<file path="config.mk">
export PLATFORM = sky130hd
export DESIGN_NAME = rbog_cordic_cell
export DESIGN_NICKNAME = d
export VERILOG_FILES = /design/src/design/rbog_pkg.sv /design/src/design/rbog_cordic_cell.sv
export SDC_FILE = /design/constraint.sdc
export NUM_CORES = 1
export LEC_CHECK = 0
export BUFFER_PORTS_ARGS = -buffer_cell sky130_fd_sc_hd__buf_2
export CAP_MARGIN = 20
export CELL_PAD_IN_SITES_DETAIL_PLACEMENT = 1
export CELL_PAD_IN_SITES_GLOBAL_PLACEMENT = 1
export CORE_UTILIZATION = 40
export CTS_CLUSTER_SIZE = 30
export DETAILED_ROUTE_END_ITERATION = 7
export PLACE_DENSITY = 0.95
export SLEW_MARGIN = 20
export SYNTH_ARGS = -nofsm -noshare
export SYNTH_HDL_FRONTEND = slang
export SYNTH_SLANG_ARGS = --single-unit
</file>
<file path="constraint.sdc">
create_clock -name clk_i -period 1.29 [get_ports clk_i]
set_input_delay 0.129 -clock clk_i [delete_from_list [all_inputs] [get_ports clk_i]]
set_output_delay 0.129 -clock clk_i [all_outputs]
set_load 0.05 [all_outputs]
</file>
<file path="src/design/rbog_pkg.sv">
// rbog_pkg: shared types, constants and the arctangent table
// for the rotated box overlap block; no dependencies
package rbog_pkg;

  localparam int SizeBits  = 16;
  localparam int CoordBits = 24;
  localparam int AngleBits = 16;
  localparam int FracBits  = 15;
  localparam int Iters     = FracBits + 1;
  localparam int XyBits    = FracBits + 5;
  localparam int ZBits     = 34;
  localparam int IdxBits   = $clog2(Iters);

  // cordic gain 0.60725293500888 rounded to FracBits fraction bits
  localparam logic [XyBits-1:0] CordicInit = XyBits'(19898);
  localparam logic [FracBits:0] TrigOne = (FracBits+1)'(1) << FracBits;

  typedef struct packed {
    logic [SizeBits-1:0]         first_size_x;
    logic [SizeBits-1:0]         first_size_y;
    logic [SizeBits-1:0]         second_size_x;
    logic [SizeBits-1:0]         second_size_y;
    logic [AngleBits-1:0]        first_heading;
    logic [AngleBits-1:0]        second_heading;
    logic signed [CoordBits-1:0] offset_x;
    logic signed [CoordBits-1:0] offset_y;
  } in_t;

  typedef struct packed {
    logic                 overlap;
    logic [CoordBits-1:0] separation_gap;
  } out_t;

  typedef struct packed {
    logic                     valid;
    logic signed [XyBits-1:0] x;
    logic signed [XyBits-1:0] y;
    logic signed [ZBits-1:0]  z;
    logic [1:0]               quad;
    in_t                      args;
  } cordic_t;

  function automatic logic [31:0] arctan(input logic [IdxBits-1:0] i);
    logic [31:0] r;
    unique case (i)
      4'd0:    r = 32'd536870912;
      4'd1:    r = 32'd316933406;
      4'd2:    r = 32'd167458907;
      4'd3:    r = 32'd85004756;
      4'd4:    r = 32'd42667331;
      4'd5:    r = 32'd21354465;
      4'd6:    r = 32'd10679838;
      4'd7:    r = 32'd5340245;
      4'd8:    r = 32'd2670163;
      4'd9:    r = 32'd1335087;
      4'd10:   r = 32'd667544;
      4'd11:   r = 32'd333772;
      4'd12:   r = 32'd166886;
      4'd13:   r = 32'd83443;
      4'd14:   r = 32'd41722;
      default: r = 32'd20861;
    endcase
    return r;
  endfunction

endpackage

</file>
<file path="src/design/rbog_cordic_cell.sv">
// rbog_cordic_cell: one rotation step of the cordic chain
// depends on rbog_pkg
module rbog_cordic_cell (
  input  logic                           clk_i,
  input  logic                           rst_ni,
  input  logic [rbog_pkg::IdxBits-1:0]   step_i,
  input  rbog_pkg::cordic_t              prev_i,
  output rbog_pkg::cordic_t              next_o
);

  rbog_pkg::cordic_t next_d, data_q;
  logic valid_q;
  logic signed [rbog_pkg::XyBits-1:0] dx, dy;
  logic signed [rbog_pkg::ZBits-1:0]  da;

  always_comb begin
    dx = prev_i.y >>> step_i;
    dy = prev_i.x >>> step_i;
    da = signed'({2'b00, rbog_pkg::arctan(step_i)});
    next_d = prev_i;
    if (prev_i.z >= 0) begin
      next_d.x = prev_i.x - dx;
      next_d.y = prev_i.y + dy;
      next_d.z = prev_i.z - da;
    end else begin
      next_d.x = prev_i.x + dx;
      next_d.y = prev_i.y - dy;
      next_d.z = prev_i.z + da;
    end
  end

  always_ff @(posedge clk_i or negedge rst_ni) begin
    if (!rst_ni) begin
      valid_q <= 1'b0;
    end else begin
      valid_q <= prev_i.valid;
    end
  end

  always_ff @(posedge clk_i) begin
    data_q <= next_d;
  end

  // valid comes from the reset register, data fields from the plain one
  always_comb begin
    next_o       = data_q;
    next_o.valid = valid_q;
  end

endmodule

</file>
==> impl_results.md, run 1 <==
- Outcome: stopped before the end
- Fail Step: clock tree synthesis
- Error: [ERROR DPL-0033] detailed placement checks failed during check placement.
- Seq/Total Area, Yosys: 37.1%
- Distinct cells, synth: 72
- Clock Tree Root: clkbuf_16
- Max Root-Sink Buffers: 3
- PortBufs: 447
- Mapped Cells: 1227
- Post-CTS Resized: 374
- CTS sink cnt: 221
- Setup Fix Bufs, Post-CTS: 54
- Ys flop type: dfxtp_1
- Cell Area, Synth: 11900 sq um
- Die width: 175 microns
- Async SR Flop Fraction: 0.452%
- Pre-CTS setup slack: -3.47 ns
- Post-CTS Hold Fix Bufs: 150
- Cell Rows: 62
- Post-synth EDFFs: 0
- Warnings from Yosys: 0
- Initial Util: 41.1%
- Routability cong.: 1.04
- Mapped Nets: 1539
- Num CTS Buffers: 23
- Mean Syn Cell Area: 9.72 sq um
- H-Tree Depth: 1
- Placed Cells: 2402
- Die height: 175 microns
- Detailed-placement wirelength estimate: 51700 microns
- Ports: 448
- Yosys reg bits: 221
## cell usage after synthesis (22+ instances only)
cell type	count	area share (%)
buf_2	23	0.97
a21o_1	24	1.5
nor2_1	74	2.3
mux2i_1	44	3.7
dfxtp_1	220	37
nand2_1	99	3.1
a21oi_1	84	3.5
o21ai_0	65	2.7
mux4_2	38	7.2
xnor2_1	75	5.5
ha_1	82	8.6
inv_1	35	1.1
nor3_1	22	0.92
xor2_1	47	3.5
## kinds of logic after synthesis
family,share of synthesized area (%)
adders and majority gates,9.11
AOI/OAI and AO/OA,17.5
buffers and inverters,3.33
muxes,12.2
DFF,37.1
xor gates and xnor gates,8.96
and+or+nand+nor,11.7
## through the flow
| step | instance area (sq um) | TNS, ns | utilization, % |
|---|---|---|---|
| floorplan | 12200 | -164.66 | - |
| global placement | 17600 | -174.04 | 60.8 |
| detailed placement | 17600 | -196.92 | 60.8 |
==> run 2, diff against run 1 <==
--- a/config.mk
+++ b/config.mk
@@ -7,12 +7,9 @@
 export LEC_CHECK = 0
 export BUFFER_PORTS_ARGS = -buffer_cell sky130_fd_sc_hd__buf_2
 export CAP_MARGIN = 20
-export CELL_PAD_IN_SITES_DETAIL_PLACEMENT = 1
-export CELL_PAD_IN_SITES_GLOBAL_PLACEMENT = 1
 export CORE_UTILIZATION = 40
-export CTS_CLUSTER_SIZE = 30
 export DETAILED_ROUTE_END_ITERATION = 7
-export PLACE_DENSITY = 0.95
+export PLACE_DENSITY_LB_ADDON = 0.15
 export SLEW_MARGIN = 20
 export SYNTH_ARGS = -nofsm -noshare
 export SYNTH_HDL_FRONTEND = slang
==> impl_results.md, run 2 <==
- PwrDens: 1430 nW/um^2
- Ports: 448
- Most frequent cells after synthesis: dfxtp_1, nand2_1, a21oi_1
- CP Class: in -> reg
- CP Capture Type: flip-flop
- Clock Tree Root: clkbuf_16
- Most common cell after layout, fill and taps aside: buf_4
- Vias per cell: 5.38
- Most frequent cell after synthesis: dfxtp_1
- Die width: 175 microns
- Startpoint Class: input port
- Worst slew pin tran: 0.590 ns
- Worst hold slack: -0.0501 ns
- Vias in the first global route: 14500
- RSZ-0062 raised after global routing: yes
- 1st-iter DRT viols: 988
- NetSw: 13.6 mW
- DR pass1 iterations: 5
- Core Box Area: 29000 sq um
- M1 GR Usage: 42.2%
- Wire per inst: 22.1 microns
- Mapped Cells: 1227
- Total gr overflow: 0
- CP Data Required Time: 1.71 ns
- Final Hold Fails: 3
- Routability cong.: 0.953
- Final setup vio count: 76
- Max_cap viols: 0
- Final core utilization: 77.8%
- Async SR Flop Fraction: 0.452%
- Distinct cells, synth: 72
- Initial antenna violation count: 15
- Worst-path clk slew: 0.06 ns
- Routing usage on met3: 10.2%
- Internal power: 18.8 mW
- Leakage power: 10.6 nW
- Hold WC Path Type: in -> reg
- Smallest setup slack after layout: -2.44 ns
- Die area: 30500 sq um
- Commonest cells after routing, fill and taps aside: buf_4, buf_2, dfxtp_1
- Sw Ratio: 42.0%
- Seq/Total Area, Yosys: 37.1%
- Tcrit/Tclk final: 289%
- Max Root-Sink Buffers: 3
- Cell Rows: 62
- Combinational Power Share: 53.1%
- Share of layout cells above drive strength 1: 56.6%
- Pre-CTS setup slack: -3.12 ns
- Peak supply drop: 1450 uV
- Most Crowded Layer GR: met2
- Ranking of synthesized cells by area: dfxtp_1, ha_1, mux4_2
- Ys flop type: dfxtp_1
- Yosys reg bits: 221
- Yosys top cell area share: 36.9%
- GRT met2 Usage: 61.1%
- Die height: 175 microns
- Initial Util: 41.1%
- Maximum clock frequency: 0.268 GHz
- Tot GR Track Use: 36.3%
- Post-synth EDFFs: 0
- Arrival @ worst endpoint: 4.15 ns
- Failing checks: hold timing, setup timing
- Cell Area, Synth: 11900 sq um
- H-Tree Depth: 1
- Crit-path max FO: 5
- Largest net degree at the start of global routing: 24
- CTS sink cnt: 221
- First-pass GRT wire length: 84300 microns
- Register share of total power: 26.0%
- CTS tree: done
- Detailed-placement wirelength estimate: 43400 microns
- Period minus WS final: 3.73 ns
- Relative slew slack: 60.7%
- Remaining DRCs: 0
- Mapped Nets: 1539
- Slew Viols, Final: 0
- Outcome: finished with violations
- Area Overhead vs Synth: 89.4%
- Mean Syn Cell Area: 9.72 sq um
- Nets: 2603
- Cell taking the most area after synthesis: dfxtp_1
- Num CTS Buffers: 23
- Max reg flops: 220
- Warnings from Yosys: 0
- PortBufs: 447
- Clock share of power: 20.9%
- Via count: 14500
- WL final: 59600 microns
- Final ANT Viol Nets: 0
[run 2: power by group through the flow]
stage               Clock (mW)  Combinational [mW]  Sequential (mW)
floorplan                    0                4.49             12.9
global route              7.15                18.0             8.50
finish                    6.77                17.2             8.42
detailed placement           0                13.9             8.52
global placement             0                13.8             8.49
CTS                       6.82                15.6             8.39
[run 2: layer usage]
layer | wire [microns] | up-vias
met4 | 3380 | 8
met1 | 22500 | 6993
met2 | 28200 | 747
li1 | - | 6603
met3 | 5500 | 190
met5 | 55 | -
[run 2: critical path, stage by stage]
cell       delay [ns]
buf_12           0.11
buf_12           0.14
buf_16           0.12
buf_12           0.11
buf_8            0.11
mux4_2           0.54
a221oi_4         0.36
buf_4            0.19
nand3_2          0.12
nand2_1          0.17
xor2_1           0.25
ha_1             0.18
o21a_1           0.18
o31ai_4          0.10
a2111oi_4        0.40
a2111oi_2        0.09
buf_4            0.16
o21ai_4          0.24
a21boi_4         0.08
o31ai_2          0.26
xnor2_1          0.09
[run 2: what timing repair did]
action	CTS	global route
resized for setup	236	183
hold endpoints to repair	151	4
pin swaps	123	140
buffers inserted	42	36
gates cloned	2	0
endpoints found under the setup margin	83	85
hold buffers	148	1
[run 2: final cells by class]
class | instances | area [sq um]
multi-input combinational | 914 | 8770
tap | 384 | 480
inverter | 38 | 155
clock buffer | 32 | 659
timing repair buffer | 1093 | 7950
sequential | 221 | 4430
antenna | 9 | 22.5
fill | 1877 | 6430
clock inverter | 10 | 108
[run 2: cell families (layout without fill, tap and decap cells)]
| logic type | Yosys count | count (layout) | synth area share (%) |
|---|---|---|---|
| AO/OA/AOI/OAI | 319 | 319 | 17.5 |
| AND/OR/NAND/NOR | 292 | 292 | 11.7 |
| flip-flops | 221 | 221 | 37.1 |
| XOR/XNOR | 122 | 122 | 8.96 |
| multiplexers | 96 | 96 | 12.2 |
| buffers and inverters | 92 | 1173 | 3.33 |
| adder cells (fa/ha/maj) | 85 | 85 | 9.11 |
| other | 0 | 9 | 0 |
[run 2: worst paths after layout]
check	startpoint	to	slack [ns]	cells past startpoint
worst max-delay path	step_i[0]	next_o[219]	-2.44	21
max in group asynchronous	rst_ni	valid_q	0.57	3
min in group asynchronous	rst_ni	valid_q	0.64	3
worst min-delay path	prev_i[147]	next_o[147]	-0.05	2
[run 2: stage by stage]
step / power (mW) / hold slack (ns) / area, sq um / std cells / setup TNS, ns
floorplan: 17.3 / -0.167 / 12200 / 1227 / -164.66
global placement: 22.3 / -0.0914 / 17900 / 2440 / -173.63
detailed placement: 22.4 / -0.0918 / 17900 / 2440 / -176.93
CTS: 30.8 / -0.0720 / 21500 / 2668 / -122.45
global route: 33.6 / -0.0523 / 22600 / 2697 / -137.97
finish: 32.4 / -0.0501 / 22600 / 2701 / -131.18
(Power assumes the default switching activity.)
