[src/design/rbog_pkg.sv]
// rbog_pkg: shared types, constants and the arctangent table
// for the rotated box overlap block; no dependencies
package rbog_pkg;

  localparam int SizeBits  = 16;
  localparam int CoordBits = 24;
  localparam int AngleBits = 16;
  localparam int FracBits  = 15;
  localparam int Iters     = FracBits + 1;
  localparam int XyBits    = FracBits + 5;
  localparam int ZBits     = 34;
  localparam int IdxBits   = $clog2(Iters);

  // cordic gain 0.60725293500888 rounded to FracBits fraction bits
  localparam logic [XyBits-1:0] CordicInit = XyBits'(19898);
  localparam logic [FracBits:0] TrigOne = (FracBits+1)'(1) << FracBits;

  typedef struct packed {
    logic [SizeBits-1:0]         first_size_x;
    logic [SizeBits-1:0]         first_size_y;
    logic [SizeBits-1:0]         second_size_x;
    logic [SizeBits-1:0]         second_size_y;
    logic [AngleBits-1:0]        first_heading;
    logic [AngleBits-1:0]        second_heading;
    logic signed [CoordBits-1:0] offset_x;
    logic signed [CoordBits-1:0] offset_y;
  } in_t;

  typedef struct packed {
    logic                 overlap;
    logic [CoordBits-1:0] separation_gap;
  } out_t;

  typedef struct packed {
    logic                     valid;
    logic signed [XyBits-1:0] x;
    logic signed [XyBits-1:0] y;
    logic signed [ZBits-1:0]  z;
    logic [1:0]               quad;
    in_t                      args;
  } cordic_t;

  function automatic logic [31:0] arctan(input logic [IdxBits-1:0] i);
    logic [31:0] r;
    unique case (i)
      4'd0:    r = 32'd536870912;
      4'd1:    r = 32'd316933406;
      4'd2:    r = 32'd167458907;
      4'd3:    r = 32'd85004756;
      4'd4:    r = 32'd42667331;
      4'd5:    r = 32'd21354465;
      4'd6:    r = 32'd10679838;
      4'd7:    r = 32'd5340245;
      4'd8:    r = 32'd2670163;
      4'd9:    r = 32'd1335087;
      4'd10:   r = 32'd667544;
      4'd11:   r = 32'd333772;
      4'd12:   r = 32'd166886;
      4'd13:   r = 32'd83443;
      4'd14:   r = 32'd41722;
      default: r = 32'd20861;
    endcase
    return r;
  endfunction

endpackage

[src/design/rbog_gap.sv]
// rbog_gap: trig magnitudes, half extents and per-axis gap stages
// depends on rbog_pkg
module rbog_gap (
  input  logic              clk_i,
  input  logic              rst_ni,
  input  rbog_pkg::cordic_t cell_i,
  output logic              valid_o,
  output rbog_pkg::out_t    result_o
);

  localparam int F  = rbog_pkg::FracBits;
  localparam int SB = rbog_pkg::SizeBits;
  localparam int CB = rbog_pkg::CoordBits;
  localparam int PB = F + 1 + SB;
  localparam int DB = CB + 3;

  logic [3:0] vld_q;

  // stage 1: magnitudes
  logic [F:0] xm, ym, c_d, s_d, c_q, s_q;
  rbog_pkg::in_t a1_q, a2_q;
  always_comb begin
    xm = cell_i.x < 0 ? (F+1)'(-cell_i.x) : (F+1)'(cell_i.x);
    ym = cell_i.y < 0 ? (F+1)'(-cell_i.y) : (F+1)'(cell_i.y);
    if ((cell_i.x < 0 ? -cell_i.x : cell_i.x) > signed'({4'b0, rbog_pkg::TrigOne}))
      xm = rbog_pkg::TrigOne;
    if ((cell_i.y < 0 ? -cell_i.y : cell_i.y) > signed'({4'b0, rbog_pkg::TrigOne}))
      ym = rbog_pkg::TrigOne;
    c_d = cell_i.quad[0] ? ym : xm;
    s_d = cell_i.quad[0] ? xm : ym;
  end

  // stage 2: products
  logic [PB-1:0] cx_q, sy_q, sx_q, cy_q;

  // stage 3: axis distances
  logic [PB:0] hx, hy;
  logic [CB:0] mx, my;
  logic signed [DB-1:0] dx_d, dy_d, dx_q, dy_q;
  always_comb begin
    hx = {1'b0, cx_q} + {1'b0, sy_q};
    hy = {1'b0, sx_q} + {1'b0, cy_q};
    mx = a2_q.offset_x < 0 ? (CB+1)'(-{a2_q.offset_x[CB-1], a2_q.offset_x})
                          : (CB+1)'(a2_q.offset_x);
    my = a2_q.offset_y < 0 ? (CB+1)'(-{a2_q.offset_y[CB-1], a2_q.offset_y})
                          : (CB+1)'(a2_q.offset_y);
    dx_d = signed'({1'b0, mx, 1'b0}) - signed'(DB'(a2_q.first_size_x))
         - signed'(DB'(hx >> F));
    dy_d = signed'({1'b0, my, 1'b0}) - signed'(DB'(a2_q.first_size_y))
         - signed'(DB'(hy >> F));
  end

  // stage 4: gaps, max, saturation
  logic [DB-1:0] gx, gy, best;
  rbog_pkg::out_t res_d, res_q;
  always_comb begin
    gx = dx_q > 0 ? DB'((dx_q + 1) >>> 1) : '0;
    gy = dy_q > 0 ? DB'((dy_q + 1) >>> 1) : '0;
    best = gx > gy ? gx : gy;
    res_d.overlap = (gx == '0) && (gy == '0);
    res_d.separation_gap = (best >> CB) != '0 ? {CB{1'b1}} : best[CB-1:0];
  end

  always_ff @(posedge clk_i or negedge rst_ni) begin
    if (!rst_ni) begin
      vld_q <= '0;
    end else begin
      vld_q <= {vld_q[2:0], cell_i.valid};
    end
  end

  always_ff @(posedge clk_i) begin
    c_q  <= c_d;
    s_q  <= s_d;
    a1_q <= cell_i.args;
    cx_q <= PB'(c_q) * PB'(a1_q.second_size_x);
    sy_q <= PB'(s_q) * PB'(a1_q.second_size_y);
    sx_q <= PB'(s_q) * PB'(a1_q.second_size_x);
    cy_q <= PB'(c_q) * PB'(a1_q.second_size_y);
    a2_q <= a1_q;
    dx_q <= dx_d;
    dy_q <= dy_d;
    res_q <= res_d;
  end

  assign valid_o  = vld_q[3];
  assign result_o = res_q;

endmodule

[config.mk]
export PLATFORM = sky130hd
export DESIGN_NAME = rbog_gap
export DESIGN_NICKNAME = d
export VERILOG_FILES = /design/src/design/rbog_pkg.sv /design/src/design/rbog_gap.sv
export SDC_FILE = /design/constraint.sdc
export NUM_CORES = 2
export LEC_CHECK = 0
export ABC_AREA = 1
export BUFFER_PORTS_ARGS = -buffer_cell sky130_fd_sc_hd__buf_2
export CAP_MARGIN = 25
export CORE_ASPECT_RATIO = 1.1
export CORE_MARGIN = 2
export CORE_UTILIZATION = 43
export DETAILED_ROUTE_END_ITERATION = 10
export HOLD_SLACK_MARGIN = 0.1
export PLACE_DENSITY = 0.69
export SLEW_MARGIN = 30
export SYNTH_ARGS = -nofsm -noshare
export SYNTH_HDL_FRONTEND = slang
export SYNTH_SLANG_ARGS = --single-unit
[constraint.sdc]
create_clock -name clk_i -period 9.09 [get_ports clk_i]
set_input_delay 1.818 -clock clk_i [delete_from_list [all_inputs] [get_ports clk_i]]
set_output_delay 1.818 -clock clk_i [all_outputs]
set_load 0.02 [all_outputs]
## Yosys cells after proc, flatten, opt, wreduce, memory -nomap -nowiden

Index checks and enable logic that the tools add are counted.

| operators by class | value |
|---|---|
| muxes and demuxes | 13 |
| order comparisons | 9 |
| multiply operators | 4 |
| add/subtract/negate cells | 12 |
| reductions and logical operators | 4 |

Operator list:

| kind | count |
|---|---|
| 16-bit by 16-bit multiplier with 32-bit output | 4 |
| 16-bit 2-to-1 mux | 6 |
| 27-bit 2-to-1 mux | 3 |
| 32-bit by 32-bit adder with 33-bit output | 2 |
| 27-bit by 2-bit adder with 28-bit output, second input constant | 2 |
| 27-bit by 1-bit > comparator with 1-bit output, second input constant | 2 |
| 27-bit logical NOT | 2 |
| 26-bit by 16-bit subtractor with 27-bit output | 2 |
| 27-bit by 19-bit subtractor with 27-bit output | 2 |
| 25-bit 2-to-1 mux | 2 |
| 25-bit negation | 2 |
| 24-bit by 1-bit less-than comparator with 1-bit output, second input constant | 2 |
| 20-bit by 17-bit > comparator with 1-bit output, second input constant | 2 |
| 20-bit by 1-bit less-than comparator with 1-bit output, second input constant | 2 |
| 20-bit 2-to-1 mux | 2 |
| 20-bit negation | 2 |
| 27-bit > comparator | 1 |
| 27-bit nonzero test | 1 |
| 1-bit logical AND | 1 |

| storage, ports and cells | value |
|---|---|
| input port bits | 223 |
| register bits | 435 |

## Depth between registers and ports, before layout

| logic depth | value |
|---|---|
| depth in word-level cells | 5 |
| gate-level depth with buffers | 27 |
| mapped depth without buffers | 26 |

## Worst setup path after synthesis

Ideal clock, no wire load.

| path | value |
|---|---|
| path kind | register to register |
| start point | reg s_q[7] |
| end point | reg sy_q[29] |
| setup time | 0.118 ns |
| buffers on the path | 1 |
| period minus slack after synthesis | 5.370 ns |
| stages on the path, launching flop included | 25 |
| data required time | 8.972 ns |
| setup slack | 3.720 ns |
| arrival | 5.252 ns |
| cell sequence | dfxtp_1 -> clkbuf_1 -> nand2_1 -> fa_1 -> inv_1 -> fa_1 -> inv_1 -> fa_1 -> inv_1 -> fa_1 -> fa_1 -> inv_1 -> fa_1 -> inv_1 -> ha_1 -> inv_1 -> o21bai_1 -> a21oi_1 -> nand2_1 -> nand2_1 -> nand3_1 -> a21o_1 -> nand2_1 -> nand2_1 -> xor2_1 |

| on the way | value |
|---|---|
| word-level cells in the longest chain between the ends | 1 |

RTL lines:

| element | RTL line | text |
|---|---|---|
| start, declared | rbog_gap.sv:20 | `logic [F:0] xm, ym, c_d, s_d, c_q, s_q;` |
| start signal, assigned | rbog_gap.sv:74 | `s_q <= s_d;` |
| 16-bit by 16-bit multiplier with 32-bit output | rbog_gap.sv:77 | `sy_q <= PB'(s_q) * PB'(a1_q.second_size_y);` |
| end signal, assigned | rbog_gap.sv:77 |  |
| end, declared | rbog_gap.sv:34 | `logic [PB-1:0] cx_q, sy_q, sx_q, cy_q;` |

No other way between the ends.
A chain may end at the register's enable or synchronous reset.

## Worst setup path in the final report

| path | value |
|---|---|
| start point | reg a1_q[83] (netlist name) |
| end point | reg sy_q[31] |

| on the way | value |
|---|---|
| word-level cells in the longest chain between the ends | 1 |

RTL lines:

| element | RTL line | text |
|---|---|---|
| start, declared | rbog_gap.sv:21 | `rbog_pkg::in_t a1_q, a2_q;` |
| start signal, assigned | rbog_gap.sv:75 | `a1_q <= cell_i.args;` |
| 16-bit by 16-bit multiplier with 32-bit output | rbog_gap.sv:77 |  |

No other way between the ends.

==> run metrics <==
maximum vdd ir drop=0.195 mV; hold buffer count at CTS=0; CTS tree=yes; status=completed; Die ar.=0.133 sq mm; final cell count without fillers=9085; global-route wire length before repair=241 mm; initial DRC count=2950; Die Y=382 um; critical path endpoint category=flop; post-synthesis sequential area ratio=0.156; EDFF count, synth=0; Tot Pwr=9.92 mW; layout cells sized above 1=0.0520; post-CTS setup repair buffer count=0; Fill cells=12714; post-DP HPWL=116 mm; Nets=8958; Post-Syn Instances=7314; grt total ovfl=0; crit-path cells=buf_4 -> nand2_1 -> fa_1 -> fa_1 -> inv_1 -> fa_1 -> fa_1 -> fa_1 -> inv_1 -> fa_1 -> inv_1 -> ha_1 -> nand2_1 -> inv_1 -> nand3_1 -> nor2_1 -> nand4_1 -> nand3_1 -> a31oi_1 -> xnor2_1; Slew HR=0.321; Syn Nets=8906; area grow syn2layout=7.41%; cell taking the most area after synthesis=fa_1; post-synth top area share=0.289; Routed Wire Length=146 mm; Final GP Congestion=0.915; syn avg cell area=7.63 sq um; Fin Hold WS=0.320 ns; # rows=138; Clock Skews=0.0255 ns; ranking of synthesized cells by area=fa_1, dfxtp_1, ha_1; FMAX=152 MHz; Leakage=33.7 nW; I/O pins=249; Post-DP Area=0.0583 sq mm; Crit-path slowest cell=dfxtp_1; CTS Buffer Depth=3; RSZ-0062 raised after global routing=false; H-tree levels=2; Tot GR Track Use=0.224; MaxCap Viol Count=0; FF+latch count, synth=435; Primary FF master, synth=dfxtp_1; TritonCTS Buffers=48; Hold Vio Cnt, Final=0; Clock transition at path regs=0.07 ns; Slowest Stage Delay on Critical Path=0.96 ns; synth cell count leaders=nand2_1, inv_1, fa_1, ha_1, nor2_1; core area=0.129 sq mm; Worst-Margin Slew=1.02 ns; Antenna Nets Post-Route=0; Cell variety after synth=51; final worst path period share=0.726; Hold Path Stages=0; worst reg-to-reg path cell count=20; met3 Use GR=0.0329; Starting Density=0.433; most common cell in the netlist=nand2_1; type of the worst setup path=flop to flop; CTS sink cnt=435; Req. time, crit path=9.56 ns; CP Launch Type=flop; aggregate negative setup slack=0 ns; drt wl/cell=16.1 um; most frequent CP cell=fa_1; largest net degree at the start of global routing=34; crit path time final=6.60 ns; Power Density=166 mW/mm^2; I/O Buffers=181; synthesized cell area=0.0558 sq mm; vias in the first global route=47301; root buf cell=clkbuf_16; Via-to-Cell Ratio=5.02; DRC=0; CP arrival=7.07 ns; asr flop ratio synth=0.00920; critical path peak fanout=17; Warnings, synthesis=0; Die Width=347 um; Resized Gates After CTS=0; 1st-pass router iterations=7; gr busiest metal=met2; Post-Layout Inst Area=0.0599 sq mm; pins over their slew limit=0; Placed Cells=8996; worst skew pair latency=0.64 ns; final setup fails=0; hold crit path type=flop to flop; M2 GR Usage=0.385; GR Util met1=0.287; DR vias=45598; antenna violations before repair=9
flip-flops by register name, summed over array words and instances (netlist names):
name      count
dy_q         27
dx_q         27
c_q          16
a1_q        112
s_q          16
result_o     25
cx_q         32
sx_q         32
vld_q         4
a2_q         80
cy_q         32
sy_q         32
per-stage QoR:
stage	util	setup slack, ns
2_1_floorplan	-	3.72
3_5_place_dp	0.453	2.53
6_report	0.465	2.49
5_1_grt	0.465	2.20
4_1_cts	0.465	2.47
3_3_place_gp	0.453	2.58
worst paths after layout:
path	start	to	slack, ns
max	a1_q[83]$_DFF_P_	sy_q[31]$_DFF_P_	2.49
min	a1_q[122]$_DFF_P_	a2_q[122]$_DFF_P_	0.32
max reg2reg	a1_q[83]$_DFF_P_	sy_q[31]$_DFF_P_	2.49
min reg2reg	a1_q[122]$_DFF_P_	a2_q[122]$_DFF_P_	0.32
max in group asynchronous	rst_ni	vld_q[2]$_DFF_PN0_	7.99
min in group asynchronous	rst_ni	vld_q[3]$_DFF_PN0_	0.99
metal layers:
layer / part of all wire / wire length, um / vias to the layer above
li1: - / - / 21948
met1: 0.42 / 61000 / 21867
met2: 0.48 / 69800 / 1466
met3: 0.068 / 9930 / 303
met4: 0.037 / 5410 / 14
met5: 0.00062 / 91 / -
layout make-up:
type                       count  area (sq um)  area share
timing repair buffer         229          1270      0.0211
clock inverter                27           307     0.00511
clock buffer                  60          1320      0.0220
sequential                   435          8760       0.146
multi-input combinational   4935         39700       0.663
antenna                        2          5.00   0.0000835
inverter                    1717          6440       0.108
tap                         1680          2100      0.0351
layout by cell type, fill, tap and decap left out, drive strengths merged, types with 189 or more instances in the layout:
cell	n
buf	229
o21ai	189
dfxtp	431
inv	1722
ha	563
a21oi	272
nand2	1861
nand3	234
fa	806
nor2	450
power breakdown:
part / leakage, nW / switching [mW] / internal (mW)
Combinational: 29.3 / 3.40 / 1.95
Clock: 0.790 / 0.872 / 1.13
Sequential: 3.66 / 0.295 / 2.27
critical path: cells and delay by family (launching register included):
kind | cells | cell delay [ns]
XOR/XNOR | 1 | 0.40
flip-flops | 1 | 0.96
adder cells (fa/ha/maj) | 7 | 3.46
AO/OA/AOI/OAI | 1 | 0.12
AND/OR/NAND/NOR | 6 | 0.85
buffers and inverters | 5 | 0.64
cell families (layout without fill, tap and decap cells):
family,Yosys count,in the layout,share of synthesized area
buffers and inverters,1944,2033,0.132
AO/OA/AOI/OAI,597,597,0.0595
other,2,4,0.000135
XOR/XNOR,257,257,0.0403
flip-flops,435,435,0.156
AND/OR/NAND/NOR,2710,2710,0.197
adder cells (fa/ha/maj),1369,1369,0.415
Note: power is estimated with default switching activity, not from simulation.
